$ cat src/rtl/abs_pkg.sv
package abs_pkg;

  typedef enum logic [2:0] {
    CmdBootSelect = 3'd0,
    CmdMarkActive = 3'd1,
    CmdUnbootable = 3'd2,
    CmdSuccessful = 3'd3,
    CmdSlotInfo   = 3'd4,
    CmdOneShot    = 3'd5,
    CmdLoad       = 3'd6,
    CmdUnused     = 3'd7
  } cmd_e;

  localparam logic [1:0] SlotA       = 2'd0;
  localparam logic [1:0] SlotB       = 2'd1;
  localparam logic [1:0] SlotR       = 2'd2;
  localparam logic [1:0] SlotInvalid = 2'd3;

  typedef struct packed {
    logic [2:0] command;
    logic [1:0] slot;
    logic       update_store;
    logic       enable_flag;
    logic [7:0] load_priority;
    logic [7:0] load_tries;
    logic       load_success;
    logic       load_oneshot;
    logic       load_valid;
  } cmd_t;

  typedef struct packed {
    logic       status;
    logic [1:0] boot_slot;
    logic       marked_successful;
    logic       slot_bootable;
    logic       slot_active;
    logic [7:0] tries_left;
    logic       changed;
  } res_t;

  typedef struct packed {
    logic [1:0][7:0] pri;
    logic [1:0][7:0] tries;
    logic [1:0]      succ;
    logic            os;
  } meta_t;

  typedef struct packed {
    logic  we;
    meta_t meta;
  } store_upd_t;

  function automatic meta_t meta_defaults(input logic [7:0] max_pri, input logic [7:0] max_tries);
    meta_t m;
    m.pri[0]   = max_pri;
    m.pri[1]   = max_pri - 8'd1;
    m.tries[0] = max_tries;
    m.tries[1] = max_tries;
    m.succ     = 2'b00;
    m.os       = 1'b0;
    return m;
  endfunction

endpackage

$ cat src/rtl/abs_if.sv
interface abs_cmd_if;
  logic       valid;
  logic       ready;
  logic [2:0] command;
  logic [1:0] slot;
  logic       update_store;
  logic       enable_flag;
  logic [7:0] load_priority;
  logic [7:0] load_tries;
  logic       load_success;
  logic       load_oneshot;
  logic       load_valid;

  modport source (
    output valid, command, slot, update_store, enable_flag, load_priority, load_tries,
           load_success, load_oneshot, load_valid,
    input  ready
  );
  modport sink (
    input  valid, command, slot, update_store, enable_flag, load_priority, load_tries,
           load_success, load_oneshot, load_valid,
    output ready
  );
endinterface

interface abs_res_if;
  logic       valid;
  logic       ready;
  logic       status;
  logic [1:0] boot_slot;
  logic       marked_successful;
  logic       slot_bootable;
  logic       slot_active;
  logic [7:0] tries_left;
  logic       changed;

  modport source (
    output valid, status, boot_slot, marked_successful, slot_bootable, slot_active,
           tries_left, changed,
    input  ready
  );
  modport sink (
    input  valid, status, boot_slot, marked_successful, slot_bootable, slot_active,
           tries_left, changed,
    output ready
  );
endinterface

$ cat src/rtl/abs_norm.sv
module abs_norm #(
  parameter int MAX_PRIORITY = 15,
  parameter int MAX_TRIES    = 7
) (
  input  logic [7:0] pri_i,
  input  logic [7:0] tries_i,
  input  logic       succ_i,
  output logic [7:0] pri_o,
  output logic [7:0] tries_o,
  output logic       succ_o
);

  localparam logic [7:0] MaxPri   = 8'(MAX_PRIORITY);
  localparam logic [7:0] MaxTries = 8'(MAX_TRIES);

  always_comb begin
    if (pri_i == 8'd0 || (tries_i == 8'd0 && !succ_i)) begin
      pri_o   = 8'd0;
      tries_o = 8'd0;
      succ_o  = 1'b0;
    end else begin
      pri_o   = (pri_i > MaxPri) ? MaxPri : pri_i;
      tries_o = tries_i;
      succ_o  = succ_i;
      if (tries_i != 8'd0 && succ_i) begin
        tries_o = MaxTries;
        succ_o  = 1'b0;
      end else if (tries_i > MaxTries) begin
        tries_o = MaxTries;
      end
    end
  end

endmodule

$ cat src/rtl/abs_exec.sv
module abs_exec import abs_pkg::*; #(
  parameter int MAX_PRIORITY = 15,
  parameter int MAX_TRIES    = 7
) (
  input  cmd_t       cmd_i,
  input  meta_t      store_i,
  output res_t       res_o,
  output store_upd_t upd_o
);

  localparam logic [7:0] MaxPri   = 8'(MAX_PRIORITY);
  localparam logic [7:0] MaxTries = 8'(MAX_TRIES);

  meta_t      w;
  meta_t      nxt;
  logic [1:0] boot_ok;
  logic       hi;
  logic [1:0] act_slot;
  logic       sel;
  logic       we;

  assign w.os = store_i.os;

  for (genvar i = 0; i < 2; i++) begin : g_norm
    abs_norm #(
      .MAX_PRIORITY(MAX_PRIORITY),
      .MAX_TRIES   (MAX_TRIES)
    ) u_norm (
      .pri_i  (store_i.pri[i]),
      .tries_i(store_i.tries[i]),
      .succ_i (store_i.succ[i]),
      .pri_o  (w.pri[i]),
      .tries_o(w.tries[i]),
      .succ_o (w.succ[i])
    );
    assign boot_ok[i] = (w.pri[i] != 8'd0) && (w.succ[i] || w.tries[i] != 8'd0);
  end

  assign hi       = w.pri[1] > w.pri[0];
  assign act_slot = boot_ok[hi] ? {1'b0, hi} : SlotR;
  assign sel      = cmd_i.slot[0];

  always_comb begin
    res_o = '0;
    nxt   = w;
    we    = 1'b0;
    case (cmd_e'(cmd_i.command))
      CmdBootSelect: begin
        if (w.os && cmd_i.update_store) begin
          nxt.os          = 1'b0;
          we              = 1'b1;
          res_o.boot_slot = SlotR;
        end else begin
          res_o.boot_slot = act_slot;
          if (act_slot != SlotR) begin
            res_o.marked_successful = w.succ[hi];
            if (cmd_i.update_store && !w.succ[hi]) begin
              nxt.tries[hi] = w.tries[hi] - 8'd1;
            end
          end
          we = cmd_i.update_store;
        end
      end
      CmdMarkActive: begin
        if (cmd_i.slot[1]) begin
          res_o.status = 1'b1;
        end else begin
          nxt.pri[sel]   = MaxPri;
          nxt.tries[sel] = MaxTries;
          nxt.succ[sel]  = 1'b0;
          if (w.pri[~sel] == MaxPri) begin
            nxt.pri[~sel] = MaxPri - 8'd1;
          end
          we = 1'b1;
        end
      end
      CmdUnbootable: begin
        if (cmd_i.slot[1]) begin
          res_o.status = 1'b1;
        end else begin
          nxt.pri[sel]   = 8'd0;
          nxt.tries[sel] = 8'd0;
          nxt.succ[sel]  = 1'b0;
          we             = 1'b1;
        end
      end
      CmdSuccessful: begin
        if (cmd_i.slot[1] || !boot_ok[sel]) begin
          res_o.status = 1'b1;
        end else begin
          nxt.tries[sel] = 8'd0;
          nxt.succ[sel]  = 1'b1;
          we             = 1'b1;
        end
      end
      CmdSlotInfo: begin
        if (cmd_i.slot == SlotInvalid) begin
          res_o.status = 1'b1;
        end else begin
          res_o.slot_active = act_slot == cmd_i.slot;
          if (cmd_i.slot == SlotR) begin
            res_o.slot_bootable     = 1'b1;
            res_o.marked_successful = 1'b1;
          end else begin
            res_o.slot_bootable     = boot_ok[sel];
            res_o.marked_successful = w.succ[sel];
            res_o.tries_left        = w.tries[sel];
          end
        end
      end
      CmdOneShot: begin
        nxt.os = cmd_i.enable_flag;
        we     = 1'b1;
      end
      CmdLoad: begin
        if (!cmd_i.load_valid) begin
          nxt = meta_defaults(MaxPri, MaxTries);
          we  = 1'b1;
        end else if (cmd_i.slot[1]) begin
          res_o.status = 1'b1;
        end else begin
          nxt            = store_i;
          nxt.pri[sel]   = cmd_i.load_priority;
          nxt.tries[sel] = cmd_i.load_tries;
          nxt.succ[sel]  = cmd_i.load_success;
          nxt.os         = cmd_i.load_oneshot;
          we             = 1'b1;
        end
      end
      default: begin
        res_o.status = 1'b1;
      end
    endcase
    res_o.changed = we && (nxt != store_i);
    upd_o.we      = we;
    upd_o.meta    = nxt;
  end

endmodule

$ cat src/rtl/ab_boot_slot_selector.sv
// Channel  Dir  Interface          Content
// cmd_i    in   abs_cmd_if.sink    command, slot and raw load data
// res_o    out  abs_res_if.source  status, chosen slot, slot info, changed flag
//
// One command a cycle unless res_o stalls. The command register feeds normalize/execute
// logic and the result register, which drives res_o; the metadata store is written at
// the edge where the command moves to res_o.
// A stalled res_o holds the result and the command register; cmd_i is ready
// while the command register is empty or moving on.
// Reset loads the default metadata and empties both registers.
module ab_boot_slot_selector import abs_pkg::*; #(
  parameter int MAX_PRIORITY = 15,
  parameter int MAX_TRIES    = 7
) (
  input  logic             clk_i,
  input  logic             rst_ni,
  abs_cmd_if.sink          cmd_i,
  abs_res_if.source        res_o
);

  localparam logic [7:0] MaxPri   = 8'(MAX_PRIORITY);
  localparam logic [7:0] MaxTries = 8'(MAX_TRIES);

  cmd_t       cmd_q;
  logic       cmd_valid_q;
  res_t       res_q;
  res_t       res_d;
  logic       res_valid_q;
  meta_t      meta_q;
  store_upd_t upd;
  logic       advance;
  logic       accept;

  assign advance     = !res_valid_q || res_o.ready;
  assign cmd_i.ready = !cmd_valid_q || advance;
  assign accept      = cmd_i.valid && cmd_i.ready;

  abs_exec #(
    .MAX_PRIORITY(MAX_PRIORITY),
    .MAX_TRIES   (MAX_TRIES)
  ) u_exec (
    .cmd_i  (cmd_q),
    .store_i(meta_q),
    .res_o  (res_d),
    .upd_o  (upd)
  );

  always_ff @(posedge clk_i or negedge rst_ni) begin
    if (!rst_ni) begin
      cmd_valid_q <= 1'b0;
      res_valid_q <= 1'b0;
      meta_q      <= meta_defaults(MaxPri, MaxTries);
    end else begin
      if (accept) begin
        cmd_valid_q <= 1'b1;
      end else if (advance) begin
        cmd_valid_q <= 1'b0;
      end
      if (advance) begin
        res_valid_q <= cmd_valid_q;
        if (cmd_valid_q && upd.we) begin
          meta_q <= upd.meta;
        end
      end
    end
  end

  always_ff @(posedge clk_i) begin
    if (accept) begin
      cmd_q.command       <= cmd_i.command;
      cmd_q.slot          <= cmd_i.slot;
      cmd_q.update_store  <= cmd_i.update_store;
      cmd_q.enable_flag   <= cmd_i.enable_flag;
      cmd_q.load_priority <= cmd_i.load_priority;
      cmd_q.load_tries    <= cmd_i.load_tries;
      cmd_q.load_success  <= cmd_i.load_success;
      cmd_q.load_oneshot  <= cmd_i.load_oneshot;
      cmd_q.load_valid    <= cmd_i.load_valid;
    end
    if (advance) begin
      res_q <= res_d;
    end
  end

  assign res_o.valid             = res_valid_q;
  assign res_o.status            = res_q.status;
  assign res_o.boot_slot         = res_q.boot_slot;
  assign res_o.marked_successful = res_q.marked_successful;
  assign res_o.slot_bootable     = res_q.slot_bootable;
  assign res_o.slot_active       = res_q.slot_active;
  assign res_o.tries_left        = res_q.tries_left;
  assign res_o.changed           = res_q.changed;

endmodule

$ cat src/flat_wrapper.sv
// flat-port wrapper written by rule: the top's interface ports become plain ports
module ab_boot_slot_selector_flat import abs_pkg::*;
#(
  parameter int MAX_PRIORITY = 15,
  parameter int MAX_TRIES    = 7
)
  (clk_i, rst_ni, cmd_i_valid, cmd_i_command, cmd_i_slot, cmd_i_update_store, cmd_i_enable_flag, cmd_i_load_priority, cmd_i_load_tries, cmd_i_load_success, cmd_i_load_oneshot, cmd_i_load_valid, cmd_i_ready, res_o_valid, res_o_status, res_o_boot_slot, res_o_marked_successful, res_o_slot_bootable, res_o_slot_active, res_o_tries_left, res_o_changed, res_o_ready);
  abs_cmd_if cmd_i_i ();
  abs_res_if res_o_i ();
  input  logic clk_i;
  input  logic rst_ni;
  input wire logic [$bits(cmd_i_i.valid)-1:0] cmd_i_valid;
  input wire logic [$bits(cmd_i_i.command)-1:0] cmd_i_command;
  input wire logic [$bits(cmd_i_i.slot)-1:0] cmd_i_slot;
  input wire logic [$bits(cmd_i_i.update_store)-1:0] cmd_i_update_store;
  input wire logic [$bits(cmd_i_i.enable_flag)-1:0] cmd_i_enable_flag;
  input wire logic [$bits(cmd_i_i.load_priority)-1:0] cmd_i_load_priority;
  input wire logic [$bits(cmd_i_i.load_tries)-1:0] cmd_i_load_tries;
  input wire logic [$bits(cmd_i_i.load_success)-1:0] cmd_i_load_success;
  input wire logic [$bits(cmd_i_i.load_oneshot)-1:0] cmd_i_load_oneshot;
  input wire logic [$bits(cmd_i_i.load_valid)-1:0] cmd_i_load_valid;
  output wire logic [$bits(cmd_i_i.ready)-1:0] cmd_i_ready;
  output wire logic [$bits(res_o_i.valid)-1:0] res_o_valid;
  output wire logic [$bits(res_o_i.status)-1:0] res_o_status;
  output wire logic [$bits(res_o_i.boot_slot)-1:0] res_o_boot_slot;
  output wire logic [$bits(res_o_i.marked_successful)-1:0] res_o_marked_successful;
  output wire logic [$bits(res_o_i.slot_bootable)-1:0] res_o_slot_bootable;
  output wire logic [$bits(res_o_i.slot_active)-1:0] res_o_slot_active;
  output wire logic [$bits(res_o_i.tries_left)-1:0] res_o_tries_left;
  output wire logic [$bits(res_o_i.changed)-1:0] res_o_changed;
  input wire logic [$bits(res_o_i.ready)-1:0] res_o_ready;
  assign cmd_i_i.valid = cmd_i_valid;
  assign cmd_i_i.command = cmd_i_command;
  assign cmd_i_i.slot = cmd_i_slot;
  assign cmd_i_i.update_store = cmd_i_update_store;
  assign cmd_i_i.enable_flag = cmd_i_enable_flag;
  assign cmd_i_i.load_priority = cmd_i_load_priority;
  assign cmd_i_i.load_tries = cmd_i_load_tries;
  assign cmd_i_i.load_success = cmd_i_load_success;
  assign cmd_i_i.load_oneshot = cmd_i_load_oneshot;
  assign cmd_i_i.load_valid = cmd_i_load_valid;
  assign cmd_i_ready = cmd_i_i.ready;
  assign res_o_valid = res_o_i.valid;
  assign res_o_status = res_o_i.status;
  assign res_o_boot_slot = res_o_i.boot_slot;
  assign res_o_marked_successful = res_o_i.marked_successful;
  assign res_o_slot_bootable = res_o_i.slot_bootable;
  assign res_o_slot_active = res_o_i.slot_active;
  assign res_o_tries_left = res_o_i.tries_left;
  assign res_o_changed = res_o_i.changed;
  assign res_o_i.ready = res_o_ready;
  ab_boot_slot_selector #(.MAX_PRIORITY(MAX_PRIORITY), .MAX_TRIES(MAX_TRIES)) u_core (.clk_i(clk_i), .rst_ni(rst_ni), .cmd_i(cmd_i_i), .res_o(res_o_i));
endmodule
$ cat config.mk
export PLATFORM = sky130hd
export DESIGN_NAME = ab_boot_slot_selector_flat
export DESIGN_NICKNAME = d
export VERILOG_FILES = /design/src/rtl/abs_pkg.sv /design/src/rtl/abs_if.sv /design/src/rtl/abs_norm.sv /design/src/rtl/abs_exec.sv /design/src/rtl/ab_boot_slot_selector.sv /design/src/flat_wrapper.sv
export SDC_FILE = /design/constraint.sdc
export NUM_CORES = 1
export LEC_CHECK = 0
export BUFFER_PORTS_ARGS = -buffer_cell sky130_fd_sc_hd__buf_2
export CORE_UTILIZATION = 45
export DETAILED_ROUTE_END_ITERATION = 16
export SLEW_MARGIN = 30
export SYNTH_ARGS = -nofsm -noshare
export SYNTH_HDL_FRONTEND = slang
export SYNTH_HIERARCHICAL = 1
export SYNTH_SLANG_ARGS = --single-unit
$ cat constraint.sdc
create_clock -name clk_i -period 15.8 [get_ports clk_i]
set_clock_uncertainty 0.2 [all_clocks]
set_input_delay 2.37 -clock clk_i [delete_from_list [all_inputs] [get_ports clk_i]]
set_output_delay 2.37 -clock clk_i [all_outputs]
set_load 0.05 [all_outputs]
# Yosys cells after proc, flatten, opt, wreduce, memory -nomap -nowiden

Cells that the tools add are included.

Output and inout bits: 17
Flip-flop bits (word level): 78
Input bits: 30

Bitwise operators: 18
Multiplexer cells: 74
Equal/unequal tests: 12
Add/subtract/negate cells: 1
Order comparisons: 11
Reductions and logical operators: 45

Operators with widths:

| kind                                                                            | count |
|---|---|
| 8-bit two-way mux                                                               | 20 |
| 16-bit case mux with 5 select lines                                             | 1 |
| 35-bit two-way mux                                                              | 2 |
| 34-bit two-way mux                                                              | 2 |
| 16-bit two-way mux                                                              | 4 |
| 16-bit bitwise mux                                                              | 3 |
| 16-bit case mux with 3 select lines                                             | 1 |
| 8-bit nonzero test                                                              | 6 |
| 35-bit != test                                                                  | 1 |
| 16-bit AND                                                                      | 2 |
| 8-bit logical NOT                                                               | 4 |
| 1-bit two-way mux                                                               | 26 |
| 8-bit demux with 1-bit select                                                   | 3 |
| 10-bit AND                                                                      | 2 |
| 10-bit NOT                                                                      | 2 |
| 18-bit two-way mux                                                              | 1 |
| 8-bit by 3-bit greater-than comparator with 1-bit output, second input constant | 2 |
| 8-bit by 4-bit greater-than comparator with 1-bit output, second input constant | 2 |
| 16-bit NOT                                                                      | 1 |
| 1-bit logical AND                                                               | 14 |
| 6-bit OR                                                                        | 2 |
| 11-bit two-way mux                                                              | 1 |
| 1-bit case mux with 5 select lines                                              | 2 |
| 3-bit equality test, second input constant                                      | 3 |
| 30 further kinds                                                                | 54 |

# Longest topological paths before layout

Depth after elaboration: 16
Depth in mapped cells: 21
Depth with buffers taken out: 20

# Cells and area by module

Netlist, hierarchy kept.

Modules (own cells, without submodules):

| module                | times used | cells each | area an instance (um^2) |
|---|---|---|---|
| abs_exec              | 1          | 611        | 3722.3 |
| ab_boot_slot_selector | 1          | 123        | 2803.9 |
| abs_norm              | 2          | 36         | 230.2 |

# Least setup slack after synthesis

Ideal clock, no wire load.

Path type: input port to output port
Start point: in res_o_ready
End point: out cmd_i_ready
Stages on the path: 1
Arrival: 2.853 ns
Data required time: 13.230 ns
Setup slack: 10.377 ns
Path through: nand3b_1

Word-level cells in the longest chain between the ends: 2

RTL lines:

| item             | line                        | RTL |
|---|---|---|
| start, declared  | flat_wrapper.sv:31          | `input wire logic [$bits(res_o_i.ready)-1:0] res_o_ready;` |
| 1-bit logical OR | ab_boot_slot_selector.sv:34 | `assign advance = !res_valid_q \|\| res_o.ready;` |
| 1-bit logical OR | ab_boot_slot_selector.sv:35 | `assign cmd_i.ready = !cmd_valid_q \|\| advance;` |
| end, declared    | flat_wrapper.sv:22          | `output wire logic [$bits(cmd_i_i.ready)-1:0] cmd_i_ready;` |

No other way between the ends.

==> impl_metrics.ini <==
[status]
status = finished, final reports clean

[die]
die_w_um = 127
ios = 47
die_area_mm2 = 0.0160
coreArea_mm2 = 0.0152
initial_core_util = 0.460
die_h_um = 127
placementRows = 45

[grt]
antenna_found_initial = 0
grt_pass1_vias = 6266
grt_pass1_wl_mm = 38.5
grt_max_degree = 46
track_usage = 0.320
overflow = 0

[synth]
yosys_warnings = 6
synthesis.area_mm2 = 0.00699
ys_seq_elements = 78
postSynthCellCount = 806
seq_area_frac_synth = 0.311
syn_area_per_cell_um2 = 8.67
yosysTopAreaCell = edfxtp_1
ys.flop_type = edfxtp_1
synth-edff-count = 41
synth_top_cells_by_area = edfxtp_1 18%, dfrtp_1 8.6%, mux2_4 6.4%
synth_top_area_share = 0.176
ys_async_sr_fraction = 0.474
yosysUniqueCellTypes = 90

[clock_network]
clock_path_buffers = 2
cts_buffers = 9
clock_sinks = 78
cts_tree = done
cts_hold_buffers = 0
clk_latency_ns = 0.35
root_buffer = clkbuf_16
post_cts_buffers = 0
clkTransAtPathRegs_ns = 0.07
h-tree-depth = 3
cts_resized = 0

[placement]
io_buffers = 46
gp_congestion = 0.965
hpwlAfterDp_mm = 18.2

[pwr]
power_uw = 842
p_per_area_mw_per_mm2 = 112
ir_drop_mv = 0.0688
p_leak_nw = 2.98

[layout]
antenna_cells = 0
drive_gt1_frac = 0.184
fillers = 1460
finalNetCount = 861
fin_util = 0.494
syn2layout_area_growth_pct = 7.54

[worst_setup_path]
r2r-end = u_core/res_o.changed
crit_required_ns = 15.71
startpoint = u_core/meta_q[16]
reg2reg_slack_ns = 9.88
worstSetupStartpointType = flop
path_max_fanout = 10
end_kind = flop
critPathKind = flop to flop
critPathArrivalTime_ns = 5.82
rr_startpoint = u_core/meta_q[16]
worst_r2r_path_depth = 18

[timing]
finalSetupViolations = 0
final_max_slew_viol_count = 0
rsz0062_at_grt = no
relSlewSlack = 0.316
layout_min_cycle_time_ns = 5.92
setup_tns_ns = 0
worst_pin_slew_ns = 1.02
max_freq_mhz = 169
hold_viol_final = 0
post-route-period-util = 0.374

[routing]
drtAntennaViolNets = 0
dr.pass1.iters = 6
via_count = 6705
vias_per_cell = 6.61
drtIter0Drc = 928
drcViolationCount = 0
wl_mm = 25.0
routedWlPerCell_um = 24.7

[hold_path]
min_to = u_core/res_o.valid
hp-start = u_core/cmd_valid_q
min_path_cells = 1
hold_path_class = flop to flop

[flow_run]
cap_violations = 0
==> metrics by stage <==
stage / worst slack [ns] / instance area (um2) / instances / hold WS [ns]
finish: 9.88 / 7510 / 1015 / 0.290
global route: 9.64 / 7510 / 1015 / 0.325
CTS: 9.95 / 7510 / 1015 / 0.300
detailed placement: 9.94 / 7190 / 999 / 0.286
global placement: 10.08 / 7190 / 999 / 0.276
floorplan: 10.38 / 7050 / 822 / 0.256
==> per-layer routing <==
metal  up-vias  GRT usage  share of wire
li1       3039          -              -
met1      3216      0.468           0.45
met2       393      0.470           0.42
met3        57     0.0553          0.090
met4         0      0.120          0.033
met5         -          0              0
==> state kept, by name, summed over array words and instances, names as in the netlist <==
| signal | cells |
|---|---|
| u_core/cmd_q | 26 |
| u_core/cmd_valid_q | 1 |
| u_core/meta_q | 35 |
| u_core/res_o.boot_slot | 2 |
| u_core/res_o.changed | 1 |
| u_core/res_o.marked_successful | 1 |
| u_core/res_o.slot_active | 1 |
| u_core/res_o.slot_bootable | 1 |
| u_core/res_o.status | 1 |
| u_core/res_o.tries_left | 8 |
| u_core/res_o.valid | 1 |
==> worst max-delay path, cell delays in order, from the launching register on <==
cell	delay (ns)
dfrtp_1	0.44
or4_1	0.61
nor3_4	0.27
nor2_1	0.18
ha_1	0.32
nor2b_1	0.12
o211ai_1	0.11
a211o_1	0.32
nand2_1	0.33
mux2i_1	0.24
ha_1	0.44
a21oi_1	0.12
o21ai_0	0.17
nand4_1	0.14
o2111a_1	0.20
a22o_1	0.22
or3_1	0.30
or4_1	0.51
o41a_1	0.41
==> cell families after synthesis <==
group / after synthesis / share of synthesized area
AND/OR/NAND/NOR: 305 / 0.237
flip-flops: 78 / 0.311
other: 2 / 0.00107
buffers and inverters: 101 / 0.0754
AO/OA/AOI/OAI: 233 / 0.228
multiplexers: 61 / 0.110
adder cells (fa/ha/maj): 9 / 0.0161
XOR/XNOR: 17 / 0.0213
==> Yosys cell counts, types with 16 or more instances <==
library cell,number
clkbuf_1,30
nand2_1,69
mux2_4,30
nor2_1,76
a22oi_1,16
edfxtp_1,41
mux2i_1,22
a31oi_1,17
inv_1,34
a21oi_1,42
o21ai_0,54
buf_4,19
dfrtp_1,24
nand3_1,31
==> final cells by class <==
type	count	area (um2)	area share
Clock inverter	7	97.6	0.0130
Sequential cell	78	2170	0.289
Inverter	34	128	0.0170
Timing Repair Buffer	56	308	0.0410
Tap cell	188	235	0.0313
Multi-Input combinational cell	643	4350	0.579
Clock buffer	9	225	0.0300
==> placed cells by master (no fill, tap or decap), types with 11 or more instances in the layout <==
cell	synthesis	final
nor4_1	11	11
buf_2	10	45
conb_1	2	18
nand3_1	31	31
inv_1	34	34
mux2i_1	22	22
a21oi_1	42	42
buf_4	19	11
a22oi_1	16	16
or3_1	12	12
edfxtp_1	41	41
dfstp_2	13	13
nand2_1	69	69
xor2_1	12	12
nor3_1	13	13
o21ai_0	54	54
a31oi_1	17	17
dfrtp_1	24	24
mux2_4	30	30
nor2_1	76	76
==> where the power goes <==
part	internal (mW)	total (mW)	switching [mW]
logic	0.121	0.284	0.163
registers	0.260	0.327	0.0669
clock network	0.139	0.231	0.0919
==> how the worst max path moves through the flow <==
stage	to	slack, ns	cells past startpoint
floorplan	cmd_i_ready	10.38	1
global placement	u_core/res_o.changed	10.08	17
detailed placement	u_core/res_o.changed	9.94	18
CTS	u_core/res_o.changed	9.95	18
global route	u_core/res_o.changed	9.64	17
finish	u_core/res_o.changed	9.88	18
Note: power is estimated with default switching activity, not from simulation.
